[config.mk]
export PLATFORM = sky130hd
export DESIGN_NAME = mf3_queue
export DESIGN_NICKNAME = d
export VERILOG_FILES = /design/src/sv/mf3_pkg.sv /design/src/sv/mf3_queue.sv
export SDC_FILE = /design/constraint.sdc
export NUM_CORES = 1
export LEC_CHECK = 0
export BUFFER_PORTS_ARGS = -buffer_cell sky130_fd_sc_hd__clkbuf_2
export CAP_MARGIN = 20
export CORE_MARGIN = 3
export CORE_UTILIZATION = 45
export CTS_BUF_LIST = sky130_fd_sc_hd__clkbuf_16
export CTS_CLUSTER_DIAMETER = 40
export DETAILED_ROUTE_END_ITERATION = 8
export PLACE_DENSITY = 0.68
export SLEW_MARGIN = 20
export SYNTH_ARGS = -nofsm -noshare
export SYNTH_HDL_FRONTEND = slang
export SYNTH_SLANG_ARGS = --single-unit
[constraint.sdc]
create_clock -name clk -period 3.93 [get_ports clk]
set_input_delay 0.393 -clock clk [delete_from_list [all_inputs] [get_ports clk]]
set_output_delay 0.393 -clock clk [all_outputs]
set_load 0.01 [all_outputs]
[src/sv/mf3_pkg.sv]
// Package for the 3x3 median filter: queue sizing, register indexes, window and item types.
// No dependencies; imported by every module of the filter.
package mf3_pkg;

  localparam int QUEUE_DEPTH = 4;
  localparam int QLW         = $clog2(QUEUE_DEPTH + 1);
  localparam int QPW         = $clog2(QUEUE_DEPTH);

  // Register index, taken from paddr[2]
  typedef enum logic {
    REG_LINE_WIDTH   = 1'b0,
    REG_FRAME_HEIGHT = 1'b1
  } mf3_reg_t;

  // Nine window pixels, element k is position k of the 3x3 neighborhood
  typedef logic [8:0][7:0] pix9_t;

  // One classified pixel on its way from front to back
  typedef struct packed {
    pix9_t       win;
    logic [7:0]  px;
    logic [10:0] row;
    logic [10:0] col;
    logic        med;
    logic        border;
  } mf3_item_t;

endpackage

[src/sv/mf3_queue.sv]
// Short flop-based queue between front and back of the median filter.
// Depends on mf3_pkg for the item type and depth.
module mf3_queue (
  input  logic                    clk,
  input  logic                    rst,
  input  logic                    push,
  input  mf3_pkg::mf3_item_t      push_item,
  output logic                    pop_valid,
  input  logic                    pop_ready,
  output mf3_pkg::mf3_item_t      pop_item,
  output logic [mf3_pkg::QLW-1:0] level
);
  import mf3_pkg::*;

  mf3_item_t      slots [QUEUE_DEPTH];
  logic [QPW-1:0] wr_ptr;
  logic [QPW-1:0] rd_ptr;
  logic [QLW-1:0] count;
  logic           pop;

  assign pop       = pop_valid && pop_ready;
  assign pop_valid = count != '0;
  assign pop_item  = slots[rd_ptr];
  assign level     = count;

  always_ff @(posedge clk) begin
    if (rst) begin
      wr_ptr <= '0;
      rd_ptr <= '0;
      count  <= '0;
    end else begin
      if (push) begin
        wr_ptr <= (wr_ptr == QPW'(QUEUE_DEPTH - 1)) ? '0 : QPW'(wr_ptr + 1'b1);
      end
      if (pop) begin
        rd_ptr <= (rd_ptr == QPW'(QUEUE_DEPTH - 1)) ? '0 : QPW'(rd_ptr + 1'b1);
      end
      unique case ({push, pop})
        2'b10:   count <= QLW'(count + 1'b1);
        2'b01:   count <= QLW'(count - 1'b1);
        default: count <= count;
      endcase
    end
  end

  always_ff @(posedge clk) begin
    if (push) begin
      slots[wr_ptr] <= push_item;
    end
  end

endmodule

==> Yosys cells after proc, flatten, opt, wreduce, memory -nomap -nowiden <==
Memories as Yosys holds them, arrays and structs flattened. A register that Yosys moved wholly into a read port is not among the register bits.
Cells that the tools add are included.
{ "word_totals": {"reg_bits": 7, "ramBits": 416, "inputBits": 108, "elab_cells": 22, "mem_count": 1} }
{ "op_classes": {"n_addsub": 4, "n_eq_ne": 4, "n_mux": 7, "n_reduce_logical": 3} }
{ "mem_list": {"columns": ["name", "depth", "width", "read_ports", "rd_clocked_by_memory_dff", "wr", "line", "text"], "rows": [
  ["slots", 4, 104, 1, 1, 1, "mf3_queue.sv:15", "mf3_item_t slots [QUEUE_DEPTH];"]
]} }
{ "ops": {"columns": ["operator", "count"], "rows": [
  ["2-bit two-way mux", 4],
  ["2-bit equality test, second input constant", 3],
  ["3-bit case mux with 2 select lines", 1],
  ["2-bit by 1-bit adder with 2-bit output, second input constant", 2],
  ["3-bit by 1-bit adder with 3-bit output, second input constant", 1],
  ["3-bit nonzero test", 1],
  ["3-bit by 1-bit subtractor with 3-bit output, second input constant", 1],
  ["2-bit by 1-bit equality test with 1-bit output, second input constant", 1],
  ["1-bit two-way mux", 2],
  ["2-bit nonzero test", 1],
  ["1-bit logical AND", 1]
]} }

==> Logic depth before layout (Yosys ltp) <==
Gate-level depths: netlist (run 1).
{ "depth": {"depth_word": 4, "depth_mapped": 8} }

==> Worst setup path after synthesis (run 1) <==
No wires, ideal clock.
{ "synth_timing": {"path_kind": "reg2reg", "from": "register wr_ptr[0]", "to": "memory slots[3][0] in the netlist's numbering, enable pin", "setup_time_ns": 0.474, "t_arrival_ns": 2.947, "required_time_ns": 3.456, "path_slack_ns": 0.509, "path_stages_with_launch": 3, "cell_sequence": "dfxtp_1 > ha_1 > and2_1"} }
{ "synth_rtl": {"columns": ["element", "line", "text"], "rows": [
  ["start, declared", "mf3_queue.sv:16", "logic [QPW-1:0] wr_ptr;"],
  ["start signal, assigned", "mf3_queue.sv:33", "wr_ptr <= (wr_ptr == QPW'(QUEUE_DEPTH - 1)) ? '0 : QPW'(wr_ptr + 1'b1);"],
  ["end, declared", "mf3_queue.sv:15", null]
]} }
No word-level cell before the write port.

==> impl_results.md, run 1 <==
- Leading cell types by count after synthesis: 416 x edfxtp_1, 104 x mux4_2, 11 x buf_2
- Async S/R FF share, synth: 0%
- Kind of critical path: reg2out
- Max IR drop VDD: approximately 0.47 mV
- #FFs+latches synth: 425
- CTS tree: built
- CP Max Fanout: 40
- Die Wd: 191 um
- Number of max-slew violations in the final report: 0
- Net Count, Synth: 707
- Via/cell ratio: 5.21
- Vias in the first global route: 7556
- Area contributors post-synth: edfxtp_1 81%, mux4_2 15%, dfxtp_1 1.2%, buf_8 0.68%, ha_1 0.49%
- P&R area growth vs syn: 22.4%
- TNS Setup: 0 ns
- Crit path DAT: 2.51 ns
- GRT Total Usage: 16.1%
- Cells after Synth: 592
- Antenna Nets Post-Route: 0
- Mean area per synthesized cell: 26.1 um2
- Critical path's top delay family: flip-flops
- # hold bufs at CTS: 0
- Period minus WS final: 2.90 ns
- Highest Clock Rate: 345 MHz
- Leak pwr: 0.00648 uW
- Iteration-0 DRC Markers: 444
- Fin crit share: 73.8%
- Critical path, cell by cell: buf_12, mux4_2, clkbuf_2
- Worst rel slew slack: 50.2%
- # Post-CTS Setup Buffers: 0
- Port Buffers: 215
- Critical path buffers and inverters: 2
- ANT cells: 0
- Placer congestion estimate: 0.666
- Overflow after GRT: 0
- Initial antenna violation count: 3
- Layout net count: 963
- First-pass GRT wire length: 44800 um
- Startpoint Class: flip-flop
- Top cell type's share of synthesized area: between 80% and 90%
- Pwr Total: 12000 uW
- Design area: 18900 um2
- Initial core utilization: 45.9%
- Post-synthesis sequential area ratio: 81.9%
- Primary FF master, synth: edfxtp_1
- Resize count post-CTS: 0
- Pre-Repair DR Iteration Count: 5
- Row cnt: 67
- Worst-Skew Late Latency: 0.56 ns
- Worst Max-Slew Pin Slew: between 0.7 and 0.8 ns
- Worst Skew: about 0.016 ns
- Max-cap violations: 0
- Power Dens Cells: between 600 and 700 nW/um2
- Die Area: 36600 um2
- Core area: 33700 um2
- CTS buffer count: 52
- CTS HTree Levels: 2
- Post-DP Area: 17100 um2
- Layout cells sized above 1: 46.8%
- Mapped Area: 15500 um2
- Largest net degree at the start of global routing: 75
- Vias: 6965
- CP endpoint kind: output pin
- Ys Warns: 0
- Average wire per cell in the routed design: 21.8 um
- Clk sinks: 425
- Outcome: finished clean
- Count leader, synth: edfxtp_1
- Final wirelength: 29100 um
- Number of synthesized flops with an enable pin: ~420
- Root Driver: clkbuf_16
- Die Y: 191 um
- CP required: 3.54 ns
- Final setup vio count: 0
- Worst-path clk slew: about 0.06 ns
- Class of the worst hold path: in2reg
- Detailed Place HPWL: 17100 um
- Critical Path Slowest Stage Cell: dfxtp_4
- Yosys top cell by area: edfxtp_1
- Unrepaired setup endpoints after global routing: no
- I/O pins: 216
- Clock Path Buffers: 3
- # DRC: 0
- Netlist cell types: 20
- Final hold vios: 0
- Crit-path max cell delay: 0.77 ns
power breakdown:
part | internal [uW] | switching [uW] | total, uW
clock | 3150 | 1780 | 4930
combinational | 876 | 865 | 1740
sequential | 5190 | 142 | 5330
placed cells by master, fill, tap and decap left out, drive strengths merged:
cell type    n
clkinv      17
buf         11
a21oi        4
edfxtp     416
inv         21
mux4       104
ha           6
or3          3
o21ai        1
mux2i        2
nand2        1
fa           1
nor3b        1
clkbuf     267
o31ai        1
and2         4
xor2         2
nor2         6
clkinvlp     1
dfxtp        9
bufinv      11
kinds of logic (layout without fill, tap and decap cells):
logic type                 after synthesis  after routing  synth area share (%)
muxes                                  106            106                  15.3
DFF                                    425            425                  81.9
buffers and inverters                   31            328                  1.40
xor gates and xnor gates                 2              2                 0.113
adders and majority gates                7              7                 0.615
AOI/OAI and AO/OA                        6              6                 0.210
and+or+nand+nor                         15             15                 0.501
sequential cells by signal, indices dropped and copies added (netlist names), named ones only:
name,count
slots,416
level,3
rd_ptr,2
wr_ptr,2
final cells by class:
type | count | area (um2)
Clock buffer | 52 | 1300
Clock inverter | 43 | 529
Multi-Input combinational cell | 136 | 2590
Fill cell | 2492 | 14800
Timing Repair Buffer | 226 | 1250
Sequential cell | 425 | 12700
Tap cell | 448 | 561
Inverter | 7 | 26.3
per-layer routing:
metal	wire (um)	global-route usage [%]	part of all wire, %
met5	25	0	0.086
met4	410	4.18	1.4
met1	12100	21.5	41
met2	14300	26.1	49
met3	2280	4.97	7.8
final timing paths:
path,from,endpoint,slack [ns],depth (start not counted)
setup / recovery,flip-flop,pop_item[63],1.03,3
hold / removal,push_item[37],slots[3][37],0.04,1
setup reg to reg,level[0],level[2],1.90,8
hold reg to reg,rd_ptr[0],flip-flop,0.50,2
per-stage QoR:
step,setup slack (ns),instances,utilization [%],hold WS (ns)
final,1.03,1337,56.2,0.0403
after global routing,0.843,1337,56.2,0.0216
after CTS,0.950,1337,56.2,0.0121
after detailed placement,1.56,1242,50.8,0.477
after global placement,1.58,1242,50.8,0.478
after floorplan,0.509,592,-,0.456
No activity file was read; power rests on OpenSTA's default activity.
==> run 2, diff against run 1 <==
clock period = 2.7 ns   (was 3.93 ns; I/O delays follow)
==> run 2 against run 1 <==
Compared with the run above:
- combinational power grew 61%
- register-to-register slack lost 1.2 ns
- flip-flop and latch count is the same
- critical path type unchanged
- clock power grew 18%
- critical endpoint is now pop_item[77]
==> impl_results.md, run 2 (synthesis results as in run 1) <==
- Outcome: finished clean (unchanged)
- Final setup vio count: 0 (unchanged)
- Port Buffers: 215 (unchanged)
- Core area: 33700 um2 (unchanged)
- Initial antenna violation count: 3 (unchanged)
- Post-DP Area: 17200 um2 (was 17100 um2)
- Max IR drop VDD: 0.627 mV (was 0.472 mV)
- Final hold vios: 0 (unchanged)
- First-pass GRT wire length: 46300 um (was 44800 um)
- Reg2Reg Depth: 8 (unchanged)
- Via/cell ratio: 5.14 (was 5.21)
- Average wire per cell in the routed design: 20.7 um (was 21.8 um)
- Startpoint Class: flip-flop (unchanged)
- Hold Path End: wr_ptr[1] (was slots[3][37])
- Max-cap violations: 0 (unchanged)
- CP endpoint kind: output pin (unchanged)
- Pre-CTS WS: 0.654 ns (was 1.56 ns)
- Resize count post-CTS: 0 (unchanged)
- Layout cells sized above 1: 41.0% (was 46.8%)
- Unrepaired setup endpoints after global routing: no (unchanged)
- Hold Crit Start: push (was push_item[37])
- Commonest cells after routing, fill and taps aside: 416 x edfxtp_1, 215 x clkbuf_2, 105 x dlygate4sd3_1, 104 x mux4_2, 47 x clkbuf_16 (was 416 x edfxtp_1, 215 x clkbuf_2, 104 x mux4_2, 52 x clkbuf_16, 15 x inv_1)
- Critical Path Slowest Stage Cell: mux4_2 (was dfxtp_4)
- Clock Path Buffers: 3 (unchanged)
- Worst-Skew Late Latency: 0.54 ns (was 0.56 ns)
- Row cnt: 67 (unchanged)
- # hold bufs at CTS: 105 (was 0)
- Die Y: 191 um (unchanged)
- Detailed Place HPWL: 16600 um (was 17100 um)
- P&R area growth vs syn: 27.3% (was 22.4%)
- CTS HTree Levels: 2 (unchanged)
- Worst-path clk slew: 0.06 ns (about the same)
- CP Max Fanout: 37 (was 40)
- Vias in the first global route: 8137 (was 7556)
- Max reg flops: 416 (unchanged)
- Critical path's top delay family: multiplexers (was flip-flops)
- Period minus WS final: ~2.4 ns
- Vias: 7387 (was 6965)
- Worst Max-Slew Pin Slew: 0.566 ns (was 0.747 ns)
- Design area: 19700 um2 (was 18900 um2)
- Iteration-0 DRC Markers: 331 (was 444)
- CTS tree: built (unchanged)
- Reg2reg end: level[2] (unchanged)
- R2r startpoint: level[0] (unchanged)
- Final wirelength: 29700 um (was 29100 um)
- Pre-Repair DR Iteration Count: 5 (unchanged)
- Fin crit share: approximately 89%
- Clk sinks: 425 (unchanged)
- # DRC: 0 (unchanged)
- GRT Total Usage: 16.5% (was 16.1%)
- Min-Delay Path Depth: 3 (was 1)
- Highest Clock Rate: 415 MHz
- Critical path buffers and inverters: 2 (unchanged)
- I/O pins: 216 (unchanged)
- Kind of critical path: reg2out (unchanged)
- Class of the worst hold path: in2reg (unchanged)
- Crit-path max cell delay: 0.59 ns (was 0.77 ns)
- Finished Layout Cells: 1436 (was 1337)
- Crit path DAT: 2.14 ns (was 2.51 ns)
- Critical path, cell by cell: buf_12, mux4_2, clkbuf_2 (unchanged)
- Reg with most FFs: slots (unchanged)
- Die Wd: 191 um (unchanged)
- Number of max-slew violations in the final report: 0 (unchanged)
- CTS buffer count: 47 (was 52)
- Initial core utilization: 45.9% (unchanged)
- Power Dens Cells: 826 nW/um2 (was 634 nW/um2)
- Most common cell after layout, fill and taps aside: edfxtp_1 (unchanged)
- Overflow after GRT: 0 (unchanged)
- Worst Skew: 0.0102 ns (was 0.0160 ns)
- Die Area: 36600 um2 (unchanged)
- Placer congestion estimate: 0.713 (was 0.666)
- Leak pwr: 0.00674 uW (was 0.00648 uW)
- R2r setup slk: 0.66 ns (was 1.90 ns)
- # Post-CTS Setup Buffers: 0 (unchanged)
- CP required: 2.43 ns (was 3.54 ns)
- Largest net degree at the start of global routing: 72 (was 75)
- Worst rel slew slack: 62.0% (was 50.2%)
- Antenna Nets Post-Route: 0 (unchanged)
- TNS Setup: 0 ns (unchanged)
- Layout net count: 1066 (was 963)
- Placed instance count: 1245 (was 1242)
- Root Driver: clkbuf_16 (unchanged)
- Worst setup margin: 0.293 ns (was 1.03 ns)
-- run 2: cell types whose count changed in the layout (fill, tap and decap cells not counted), moves of 4 or more --
cell           change
buf_12             +6
bufinv_16          -9
clkbuf_16          -5
clkinv_1           +4
clkinv_2           -4
clkinvlp_4         +4
dlygate4sd3_1    +105
-- run 2: cell type report --
| cell class | instances | area, um2 |
|---|---|---|
| antenna | 3 | 7.51 |
| clock buffer | 47 | 1180 |
| clock inverter | 36 | 258 |
| fill | 2438 | 14000 |
| inverter | 7 | 26.3 |
| multi-input combinational | 136 | 2590 |
| sequential | 425 | 12700 |
| tap | 448 | 561 |
| timing repair buffer | 334 | 2390 |
-- run 2: tightest hold or removal path: cells and delay by family --
kind / cells / cell delay (ns)
AND/OR/NAND/NOR: 1 / 0.08
buffers and inverters: 1 / 0.17
multiplexers: 1 / 0.10
-- run 2: worst max path at each step --
stage | endpoint | slack, ns | cells after the start
after CTS | pop_item[77] | 0.20 | 3
after global placement | level[2] | 0.77 | 8
after floorplan | slots[3][0] | 0.42 | 2
final | pop_item[77] | 0.29 | 3
after detailed placement | level[2] | 0.65 | 8
after global routing | pop_item[77] | 0.15 | 3
-- run 2: power by group --
group | switching (uW) | internal, uW | leakage, uW | total, uW
Sequential | 116 | 7550 | 0.00390 | 7670
Clock | 2430 | 3370 | 0.000712 | 5810
Combinational | 1390 | 1410 | 0.00213 | 2800
-- run 2: metrics by stage --
| stage | util [%] | hold slack (ns) | power [uW] |
|---|---|---|---|
| global placement | 51.1 | 0.478 | 10500 |
| global route | 58.5 | 0.151 | 17000 |
| CTS | 58.4 | 0.0747 | 16500 |
| finish | 58.5 | 0.107 | 16300 |
| floorplan | - | 0.339 | 9570 |
| detailed placement | 51.1 | 0.474 | 10500 |
-- run 2: metal layers --
layer  GRT usage, %  wire, um  up-vias
li1               -         -     3278
met4           4.06       491        0
met1           21.8     12200     3804
met5              0         0        -
met3           4.36      2160       40
met2           27.8     14800      265
